<file path="src/rtl/mrfp_pkg.sv">
// Package for the meter response frame parser: frame constants, status codes,
// and the packed word types of the byte input and the reading output.
// No dependencies.
package mrfp_pkg;

  // Frame layout
  localparam int unsigned FRAME_BYTES   = 36;
  localparam int unsigned FIELD_COUNT   = 8;
  localparam int unsigned PAYLOAD_FIRST = 3;
  localparam int unsigned PAYLOAD_DEPTH = 32;
  localparam int unsigned IDX_W         = 6;
  localparam int unsigned PAY_AW        = 5;
  localparam int unsigned FIELD_W       = 3;

  // Header bytes and checksum bias
  localparam logic [7:0] HDR0     = 8'hFE;
  localparam logic [7:0] HDR1     = 8'h01;
  localparam logic [7:0] HDR2     = 8'h08;
  localparam logic [7:0] SUM_BIAS = 8'h33;

  // Result status codes
  localparam logic [1:0] STATUS_GOOD       = 2'd0;
  localparam logic [1:0] STATUS_BAD_HEADER = 2'd1;
  localparam logic [1:0] STATUS_BAD_SUM    = 2'd2;

  typedef struct packed {
    logic [7:0] rx_byte;
    logic       frame_start;
  } mrfp_in_t;

  typedef struct packed {
    logic [2:0]  quantity;
    logic [26:0] reading;
    logic [1:0]  status;
    logic        last;
  } mrfp_out_t;

  // Partial decode of four BCD digits: value and number of digits taken
  typedef struct packed {
    logic [13:0] value;
    logic [2:0]  count;
  } mrfp_digits_t;

endpackage

</file>
<file path="src/rtl/meter_response_frame_parser_top.sv">
// Meter response frame parser: byte framing, header and checksum check,
// payload capture and BCD decode of the eight readings.
// Depends on mrfp_pkg.
//
// Throughput: one received byte accepted per cycle while in_ready is high; results
// leave one per cycle while out_ready is high. After the trailer byte is taken, the
// first result passes through the frame buffer and the two-register decode pipeline.
// A trailer byte waits while the previous frame's results are still in the frame
// buffer. Synchronous active-low reset returns the parser to idle with no results.
module meter_response_frame_parser_top (
  input  logic               clk,
  input  logic               rst_n,
  input  logic               in_valid,
  output logic               in_ready,
  input  mrfp_pkg::mrfp_in_t in_data,
  output logic               out_valid,
  input  logic               out_ready,
  output mrfp_pkg::mrfp_out_t out_data
);

  // Framing state
  logic [mrfp_pkg::IDX_W-1:0] byte_index_r, byte_index_nxt;
  logic [7:0]                 running_sum_r, running_sum_nxt;
  logic                       header_good_r, header_good_nxt;
  logic [7:0]                 payload_r [mrfp_pkg::PAYLOAD_DEPTH];

  // Frame buffer holding one finished frame
  logic                         fb_v_r, fb_v_nxt;
  logic [mrfp_pkg::FIELD_W-1:0] fb_f_r, fb_f_nxt;
  logic [1:0]                   fb_status_r;
  logic [31:0]                  fb_word_r [mrfp_pkg::FIELD_COUNT];

  // Decode stage registers
  logic                         a_v_r, a_v_nxt;
  logic [13:0]                  a_hi_r, a_lo_r;
  logic [2:0]                   a_lo_cnt_r;
  logic                         a_full_r;
  logic [mrfp_pkg::FIELD_W-1:0] a_q_r;
  logic [1:0]                   a_status_r;
  logic                         a_last_r;

  // Output register
  logic                out_v_r, out_v_nxt;
  mrfp_pkg::mrfp_out_t out_r;

  // Input-side combinational signals
  logic                        in_acc, idle, trl_cand, active, is_trailer;
  logic [mrfp_pkg::IDX_W-1:0]  idx;
  logic [7:0]                  base_sum, expect_sum;
  logic                        hg;
  logic                        pl_we;
  logic [mrfp_pkg::PAY_AW-1:0] pl_wa;
  logic                        fb_load;
  logic [1:0]                  trl_status;

  // Pipeline control
  logic out_load, a_adv, fb_take;

  // Decode signals
  logic [31:0]            field_word;
  mrfp_pkg::mrfp_digits_t hi_d, lo_d;
  logic [13:0]            pow;
  logic [27:0]            prod;
  logic [26:0]            reading_b;

  function automatic mrfp_pkg::mrfp_digits_t decode4(input logic [15:0] nibs);
    mrfp_pkg::mrfp_digits_t d;
    logic                   stop;
    logic [3:0]             nib;
    d.value = '0;
    d.count = '0;
    stop    = 1'b0;
    for (int k = 0; k < 4; k++) begin
      nib = nibs[15-4*k -: 4];
      if (!stop && (nib <= 4'd9)) begin
        d.value = (d.value << 3) + (d.value << 1) + 14'(nib);
        d.count = d.count + 3'd1;
      end else begin
        stop = 1'b1;
      end
    end
    return d;
  endfunction

  // Hold off a trailer byte while the frame buffer is still draining
  assign idle     = (byte_index_r >= mrfp_pkg::IDX_W'(mrfp_pkg::FRAME_BYTES));
  assign trl_cand = !in_data.frame_start &&
                    (byte_index_r == mrfp_pkg::IDX_W'(mrfp_pkg::FRAME_BYTES - 1));
  assign in_ready = !(fb_v_r && trl_cand);
  assign in_acc   = in_valid && in_ready;

  // Framing: header check, running sum, payload write, trailer judgement
  always_comb begin
    byte_index_nxt  = byte_index_r;
    running_sum_nxt = running_sum_r;
    header_good_nxt = header_good_r;
    pl_we           = 1'b0;
    fb_load         = 1'b0;
    trl_status      = mrfp_pkg::STATUS_GOOD;
    active          = in_acc && (in_data.frame_start || !idle);
    idx             = in_data.frame_start ? '0 : byte_index_r;
    base_sum        = in_data.frame_start ? 8'd0 : running_sum_r;
    hg              = in_data.frame_start ? 1'b1 : header_good_r;
    is_trailer      = (idx >= mrfp_pkg::IDX_W'(mrfp_pkg::FRAME_BYTES - 1));
    expect_sum      = ~base_sum + mrfp_pkg::SUM_BIAS;
    pl_wa           = mrfp_pkg::PAY_AW'(idx - mrfp_pkg::IDX_W'(mrfp_pkg::PAYLOAD_FIRST));

    if ((idx == 6'd0 && in_data.rx_byte != mrfp_pkg::HDR0) ||
        (idx == 6'd1 && in_data.rx_byte != mrfp_pkg::HDR1) ||
        (idx == 6'd2 && in_data.rx_byte != mrfp_pkg::HDR2)) begin
      hg = 1'b0;
    end

    if (!hg) begin
      trl_status = mrfp_pkg::STATUS_BAD_HEADER;
    end else if (expect_sum != in_data.rx_byte) begin
      trl_status = mrfp_pkg::STATUS_BAD_SUM;
    end

    if (active) begin
      header_good_nxt = hg;
      if (!is_trailer) begin
        running_sum_nxt = base_sum + in_data.rx_byte;
        byte_index_nxt  = idx + 6'd1;
        pl_we           = (idx >= mrfp_pkg::IDX_W'(mrfp_pkg::PAYLOAD_FIRST));
      end else begin
        running_sum_nxt = base_sum;
        byte_index_nxt  = mrfp_pkg::IDX_W'(mrfp_pkg::FRAME_BYTES);
        fb_load         = 1'b1;
      end
    end
  end

  // Pipeline advance: output register, then decode stage, then frame buffer
  assign out_load = !out_v_r || out_ready;
  assign a_adv    = !a_v_r || out_load;
  assign fb_take  = fb_v_r && a_adv;

  // Frame buffer: load on trailer, step through fields as they are taken
  always_comb begin
    fb_v_nxt = fb_v_r;
    fb_f_nxt = fb_f_r;
    if (fb_load) begin
      fb_v_nxt = 1'b1;
      fb_f_nxt = '0;
    end else if (fb_take) begin
      if (fb_status_r != mrfp_pkg::STATUS_GOOD ||
          fb_f_r == mrfp_pkg::FIELD_W'(mrfp_pkg::FIELD_COUNT - 1)) begin
        fb_v_nxt = 1'b0;
      end else begin
        fb_f_nxt = fb_f_r + 3'd1;
      end
    end
  end

  // Split the selected field into its upper and lower four digits
  assign field_word = fb_word_r[fb_f_r];
  assign hi_d       = decode4(field_word[31:16]);
  assign lo_d       = decode4(field_word[15:0]);

  assign a_v_nxt   = a_adv ? fb_v_r : a_v_r;
  assign out_v_nxt = out_load ? a_v_r : out_v_r;

  // Join the two halves: shift the upper digits by the lower digit count
  always_comb begin
    case (a_lo_cnt_r)
      3'd0:    pow = 14'd1;
      3'd1:    pow = 14'd10;
      3'd2:    pow = 14'd100;
      3'd3:    pow = 14'd1000;
      3'd4:    pow = 14'd10000;
      default: pow = 14'd1;
    endcase
  end

  assign prod = 28'(a_hi_r) * 28'(pow);

  always_comb begin
    if (a_status_r != mrfp_pkg::STATUS_GOOD) begin
      reading_b = '0;
    end else if (a_full_r) begin
      reading_b = prod[26:0] + 27'(a_lo_r);
    end else begin
      reading_b = 27'(a_hi_r);
    end
  end

  // Control registers
  always_ff @(posedge clk) begin
    if (!rst_n) begin
      byte_index_r  <= mrfp_pkg::IDX_W'(mrfp_pkg::FRAME_BYTES);
      running_sum_r <= '0;
      header_good_r <= 1'b1;
      fb_v_r        <= 1'b0;
      fb_f_r        <= '0;
      a_v_r         <= 1'b0;
      out_v_r       <= 1'b0;
    end else begin
      byte_index_r  <= byte_index_nxt;
      running_sum_r <= running_sum_nxt;
      header_good_r <= header_good_nxt;
      fb_v_r        <= fb_v_nxt;
      fb_f_r        <= fb_f_nxt;
      a_v_r         <= a_v_nxt;
      out_v_r       <= out_v_nxt;
    end
  end

  // Payload capture
  always_ff @(posedge clk) begin
    if (pl_we) begin
      payload_r[pl_wa] <= in_data.rx_byte;
    end
  end

  // Snapshot the payload into the frame buffer on the trailer
  always_ff @(posedge clk) begin
    if (fb_load) begin
      fb_status_r <= trl_status;
      for (int g = 0; g < mrfp_pkg::FIELD_COUNT; g++) begin
        fb_word_r[g] <= {payload_r[4*g+3], payload_r[4*g+2],
                         payload_r[4*g+1], payload_r[4*g]};
      end
    end
  end

  // Decode stage payload
  always_ff @(posedge clk) begin
    if (fb_take) begin
      a_hi_r     <= hi_d.value;
      a_lo_r     <= lo_d.value;
      a_lo_cnt_r <= lo_d.count;
      a_full_r   <= (hi_d.count == 3'd4);
      a_q_r      <= (fb_status_r == mrfp_pkg::STATUS_GOOD) ? fb_f_r : '0;
      a_status_r <= fb_status_r;
      a_last_r   <= (fb_status_r != mrfp_pkg::STATUS_GOOD) ||
                    (fb_f_r == mrfp_pkg::FIELD_W'(mrfp_pkg::FIELD_COUNT - 1));
    end
  end

  // Output register payload
  always_ff @(posedge clk) begin
    if (out_load && a_v_r) begin
      out_r.quantity <= a_q_r;
      out_r.reading  <= reading_b;
      out_r.status   <= a_status_r;
      out_r.last     <= a_last_r;
    end
  end

  assign out_valid = out_v_r;
  assign out_data  = out_r;

  // Byte counter never runs past the idle value
  a_idx_range: assert property (@(posedge clk) disable iff (!rst_n)
    byte_index_r <= mrfp_pkg::IDX_W'(mrfp_pkg::FRAME_BYTES))
    else $error("byte counter out of range");

  // A trailer loads a fresh frame buffer starting at the first field
  a_fb_load: assert property (@(posedge clk) disable iff (!rst_n)
    fb_load |=> (fb_v_r && fb_f_r == '0))
    else $error("frame buffer not loaded on trailer");

  // An error frame gives one result only, from field zero
  a_err_single: assert property (@(posedge clk) disable iff (!rst_n)
    (fb_v_r && fb_status_r != mrfp_pkg::STATUS_GOOD) |-> (fb_f_r == '0))
    else $error("error frame stepped past first field");

  // Error results are final and carry no reading
  a_err_out: assert property (@(posedge clk) disable iff (!rst_n)
    (out_v_r && out_r.status != mrfp_pkg::STATUS_GOOD) |->
      (out_r.last && out_r.reading == '0 && out_r.quantity == '0))
    else $error("malformed error result");

endmodule
</file>
<file path="config.mk">
export PLATFORM = sky130hd
export DESIGN_NAME = meter_response_frame_parser_top
export DESIGN_NICKNAME = d
export VERILOG_FILES = /design/src/rtl/mrfp_pkg.sv /design/src/rtl/meter_response_frame_parser_top.sv
export SDC_FILE = /design/constraint.sdc
export NUM_CORES = 1
export LEC_CHECK = 0
export CAP_MARGIN = 0
export CORE_MARGIN = 1.5
export CORE_UTILIZATION = 50
export DETAILED_ROUTE_END_ITERATION = 12
export DONT_BUFFER_PORTS = 1
export HOLD_SLACK_MARGIN = 0.06
export PLACE_DENSITY_LB_ADDON = 0.25
export SYNTH_ARGS = -nofsm -noshare
export SYNTH_HDL_FRONTEND = slang
export SYNTH_SLANG_ARGS = --single-unit
</file>
<file path="constraint.sdc">
create_clock -name clk -period 16.6 [get_ports clk]
set_clock_uncertainty 0.05 [all_clocks]
set_input_delay 3.32 -clock clk [delete_from_list [all_inputs] [get_ports clk]]
set_output_delay 3.32 -clock clk [all_outputs]
set_load 0.005 [all_outputs]
</file>
### Yosys cells after proc, flatten, opt, wreduce, memory -nomap -nowiden

Memories as Yosys holds them, arrays and structs flattened. A register that Yosys moved wholly into a read port is not among the register bits.
Index checks and enable logic that the tools add are counted.

* register bits after elaboration: 94
* bits in latches: 0
* RAM bits: 512
* memory bits (read-only): 0
* bits of input ports: 13
* output and inout bits: 35
* logic and storage cells: 151
* memories: 2

Memory list
* fb_word_r: depth 8, bits a word 32, rd ports 1, clocked after Yosys merged registers in 1, write ports 8, line meter_response_frame_parser_top.sv:31 `logic [31:0] fb_word_r [mrfp_pkg::FIELD_COUNT];`
* payload_r: depth 32, bits a word 8, rd ports 32, clocked after Yosys merged registers in 0, write ports 1, line meter_response_frame_parser_top.sv:25 `logic [7:0] payload_r [mrfp_pkg::PAYLOAD_DEPTH];`

* $add $sub $neg: 24
* $mul: 1
* div/mod/pow operators: 0
* magnitude comparators: 11
* eq/ne operators: 13
* shifts and indexed selects: 0
* multiplexer cells: 36
* bitwise operators: 4
* reductions and logical operators: 40

Operators with widths (count)
* $mux 17: 6
* $add 14x14->14: 6
* $add 14x4->14: 6
* $pmux 14 s4: 1
* $le 4x4->1 const B: 8
* $add 27x14->27: 1
* $mul 14x14->27: 1
* $add 3x1->3 const B: 7
* $mux 1: 19
* $mux 8: 2
* $logic_and 1x1->1: 15
* $mux 14: 1
* $mux 7: 2
* $ge 6x6->1 const B: 2
* $mux 6: 2
* $eq 3x3->1 const B: 3
* $logic_not 1->1: 9
* $add 8x6->8 const B: 1
* $add 8x8->8: 1
* $ne 8x1->1 const B: 1
* $ne 8x4->1 const B: 1
* $ne 8x8->1: 1
* $ne 8x8->1 const B: 1
* $not 8->8: 1
* other kinds (17): 31

### Logic depth before layout (Yosys ltp)

* word-level depth: 12
* gate-level depth with buffers: 33
* mapped depth without buffers: 30

### Worst setup path after synthesis

Ideal clock, no wire load.

* path kind: input -> register
* from: input port in_data[0] in the netlist's numbering
* to: register fb_status_r[0], enable pin
* arrival time: 10.106 ns
* data required time: 15.942 ns
* slack: 5.835 ns
* cell stages on the path: 10
* path buffers: 4
* cell sequence: clkbuf_1 > clkbuf_1 > clkbuf_1 > nor2b_1 > ha_1 > nor4_1 > nor3_1 > clkbuf_1 > nand2_1 > inv_1

* word-level cells in the longest chain between the ends: 7
* elaborated cells on any way between the ends: 11
* those cells by class: order compare: 1; mux: 3; reduce/logical: 7

RTL lines
* start: declaration: line meter_response_frame_parser_top.sv:15 `input mrfp_pkg::mrfp_in_t in_data,`
* branches (longest 6 deep; another with $ge 6x6->1)
* $mux 1 (*): line meter_response_frame_parser_top.sv:120 `if (active) begin`
* via fb_load: line meter_response_frame_parser_top.sv:53 `logic fb_load;`
* end signal: assignment: line meter_response_frame_parser_top.sv:219 `fb_status_r <= trl_status;`
* end: declaration: line meter_response_frame_parser_top.sv:30 `logic [1:0] fb_status_r;`

Mark *: on every way through the listed nets, which the timed path passes.
A chain may end at the register's enable or synchronous reset.

### Worst setup path in the final report

* from: register a_lo_cnt_r[1]
* to: register out_r, in the netlist out_data[29], data pin

* word-level cells in the longest chain between the ends: 4
* elaborated cells on any way between the ends: 7
* those cells by class: add/sub: 1; mul: 1; eq/ne: 4; mux: 1

RTL lines
* start: declaration: line meter_response_frame_parser_top.sv:36 `logic [2:0] a_lo_cnt_r;`
* start signal: assignment: line meter_response_frame_parser_top.sv:232 `a_lo_cnt_r <= lo_d.count;`
* $eq 3x3->1 (tied with other cells): line meter_response_frame_parser_top.sv:166 `case (a_lo_cnt_r)`
* $pmux 14 s4 (*): line meter_response_frame_parser_top.sv:166
* $mul 14x14->27 (*): line meter_response_frame_parser_top.sv:176 `assign prod = 28'(a_hi_r) * 28'(pow);`
* $add 27x14->27 (*): line meter_response_frame_parser_top.sv:182 `reading_b = prod[26:0] + 27'(a_lo_r);`
* end: declaration: line meter_response_frame_parser_top.sv:44 `mrfp_pkg::mrfp_out_t out_r;`

Mark *: on every way between the ends. The rest lies on a longest branch, timed or not.

==> metrics.cfg <==
[grt]
grt.overflow.total=0
grt_pass1_vias=17901
antenna_found_initial=1
grt_pass1_wl_um=98700
grt_max_degree=125
grt_usage=0.202

[timing]
period_needed_ps=8660
finalHoldViolCount=0
max_freq_mhz=115
max_slew.worst_pin.slew_ps=1180
timing.final.crit_share=0.522
totalNegativeSetupSlack_ps=0
maxSlewViolCount=0
setup_viol=0
grt_setup_unrepaired=false
slew_headroom=0.211
setup_slack_ps=7940

[synthesis]
synth_top_family_by_area=adder cells
netlist_instances=2161
synthSimpleGateAreaFrac=0.0759
synth_mux_area_frac=0.0744
synth-warning-count=0
ys_dominant_reg_cell=edfxtp_1
ys_seq_area_frac=0.573
netlist.area_leader.share=0.557
synth_xor_area_frac=0.0245
yosysTopAreaCell=edfxtp_1
async_flop_share=0
synth.distinct_cells=83
synth_area_leaders=edfxtp_1 56%, fa_1 8.9%, ha_1 7.9%, mux4_2 3.9%, inv_1 2.6%
ys_ff_latch=609
netlist_area_mm2=0.0315
syn_area_per_cell_um2=14.6
synthAdderAreaFrac=0.168
synth_compound_area_frac=0.0491
syn_nets=2512
synth-edff-count=585

[power]
totalPowerFinal_mw=3.60
peakVddDrop_v=0.000103
powerDensity_mw_per_mm2=104
power.leakage_nw=13.3

[placement]
dpl.hpwl_um=43400
place_congestion=0.890
io_buffers=0
dp_slack_ps=8140

[drt]
postRouteAntennaNets=0
wl_met3_um=2810
viasPerCell=5.51
dr_wl_met2_um=30800
drc=0
dr.pass1.iters=6
drtIter0Drc=1358
highest_layer=met4
vias=16933
finalWirelength_um=62800
wl_per_cell_um=20.4
wl_met1_um=27300

[clock_network]
cts_made_buffers=66
hold_buffers=0
cts.sinks=609
cts-resized-gates=0
cts_setup_buffers=0
clkLatencyLatePin_ps=590
cts_htree_levels=3
ctsLongestPathBuffers=3
clk_pin_slew_worst_paths_ps=70
cts-root-buf=clkbuf_16
cts_tree=built

[floorplanning]
ioPinCount=48
die_h_um=254
initial_core_util=0.508
core-area_mm2=0.0621
die_area_mm2=0.0646
row_count=91
die_x_um=254

[critical_path]
startpoint_type=flip-flop
crit_path_max_fanout=30
crit_type=flip-flop to flip-flop
required_ps=16970
arrival_ps=9030
endpoint_kind=flip-flop

[finish]
diodes=0
layout-drive-gt1-share=0.104
area_growth_pct=9.70
n_fill_cell=4940
final_nets=2536

[job]
drv_cap=0

[outcome]
outcome=completed

[hold_path]
hold_class=flip-flop to flip-flop

[logic make-up (layout without fill, tap and decap cells)]
family | count (synthesis) | in the layout
AO/OA/AOI/OAI | 235 | 235
XOR/XNOR | 85 | 85
adder cells (fa/ha/maj) | 338 | 338
buffers and inverters | 270 | 344
flip-flops | 609 | 609
multiplexers | 143 | 143
AND/OR/NAND/NOR | 481 | 481
[cell usage after synthesis, drive strengths merged (4+ instances only)]
cell type,number
edfxtp,585
inv,217
ha,198
nor2,153
fa,140
nand2,101
mux4,64
a21oi,59
xnor2,58
nor2b,57
o21ai,55
and2,45
mux2i,42
mux2,37
a21o,29
clkbuf,28
nor3,28
buf,25
xor2,25
dfxtp,24
and3,21
nand3,19
nand2b,16
o21a,15
a211oi,13
a21boi,12
or2,12
or3,10
a31oi,7
o41ai,7
o21bai,6
nor3b,4
nor4,4
o211ai,4
o31ai,4
[through the flow]
step	instance area, um2	hold slack, ps	std cells	util
3_3_place_gp	32400	350	2954	0.521
6_report	34600	353	3072	0.557
4_1_cts	34600	346	3072	0.557
3_5_place_dp	32400	355	2954	0.521
5_1_grt	34600	359	3072	0.557
2_1_floorplan	31500	350	2161	-
[registers in the layout (all words and copies together) (netlist names), named ones only]
name and count:
a_v_r 1, out_data 33, a_full_r 1, out_valid 1
a_status_r 2, fb_f_r 3, running_sum_r 8, a_hi_r 14
fb_v_r 1, byte_index_r 6, a_lo_cnt_r 3, a_q_r 3
fb_word_r 256, fb_status_r 2, header_good_r 1, a_lo_r 14
payload_r 256, a_last_r 1
[final timing paths]
check                  start               end  slack [ps]  cells after the start
min          payload_r[1][2]  fb_word_r[0][10]         350                      0
min reg2reg  payload_r[1][2]  fb_word_r[0][10]         350                      0
max            a_lo_cnt_r[1]      out_data[29]        7940                     21
max reg2reg    a_lo_cnt_r[1]      out_data[29]        7940                     21
[metal layers]
metal	GRT usage	up-vias
li1	-	7864
met1	0.264	8536
met2	0.341	419
met3	0.0324	114
met4	0.0745	0
met5	0	-
[critical path: stages, from the launching register on]
cell	delay [ps]
edfxtp_1	1000
nor2b_1	980
nor2b_1	630
nand2_1	150
fa_1	510
inv_1	50
fa_1	520
inv_1	50
fa_1	490
inv_1	50
fa_1	470
fa_1	520
fa_1	490
ha_1	400
nand3_1	190
nor2_1	140
o21ai_0	90
o21ai_0	630
a41oi_1	290
and3_1	230
or3_1	370
a21oi_1	170
[final cells by class]
class                           count  area, um2  share of cell area
Clock inverter                     40        433              0.0125
Inverter                          217        825              0.0238
Tap cell                          837       1050              0.0303
Timing Repair Buffer                9       67.6             0.00195
Clock buffer                       78       1790              0.0518
Multi-Input combinational cell   1282      12400               0.357
Sequential cell                   609      18100               0.522
[power by group]
group	leakage, nW	switching (mW)	total [mW]	internal, mW
Clock	1.08	0.591	1.48	0.888
Combinational	6.63	0.232	0.400	0.168
Sequential	5.56	0.0131	1.72	1.71
Total	13.3	0.836	3.60	2.77
[layout by cell type, fill, tap and decap left out, types with 12 or more instances in the layout]
| cell | netlist | layout |
|---|---|---|
| nor2_1 | 149 | 149 |
| nand2b_1 | 16 | 16 |
| o21ai_0 | 54 | 54 |
| a211oi_1 | 13 | 13 |
| clkbuf_16 | 0 | 70 |
| nor3_1 | 27 | 27 |
| fa_1 | 140 | 140 |
| edfxtp_1 | 585 | 585 |
| mux2i_1 | 40 | 40 |
| dfxtp_1 | 24 | 21 |
| clkinv_2 | 0 | 12 |
| and3_1 | 21 | 21 |
| and2_1 | 43 | 43 |
| o21a_1 | 15 | 15 |
| nand3_1 | 19 | 19 |
| mux2_2 | 28 | 28 |
| a21o_1 | 29 | 29 |
| a21boi_0 | 12 | 12 |
| nand2_1 | 99 | 99 |
| xor2_1 | 25 | 25 |
| mux4_2 | 55 | 55 |
| inv_1 | 216 | 215 |
| xnor2_1 | 58 | 58 |
| ha_1 | 198 | 198 |
| nor2b_1 | 56 | 54 |
| a21oi_1 | 58 | 58 |
(Power assumes the default switching activity.)
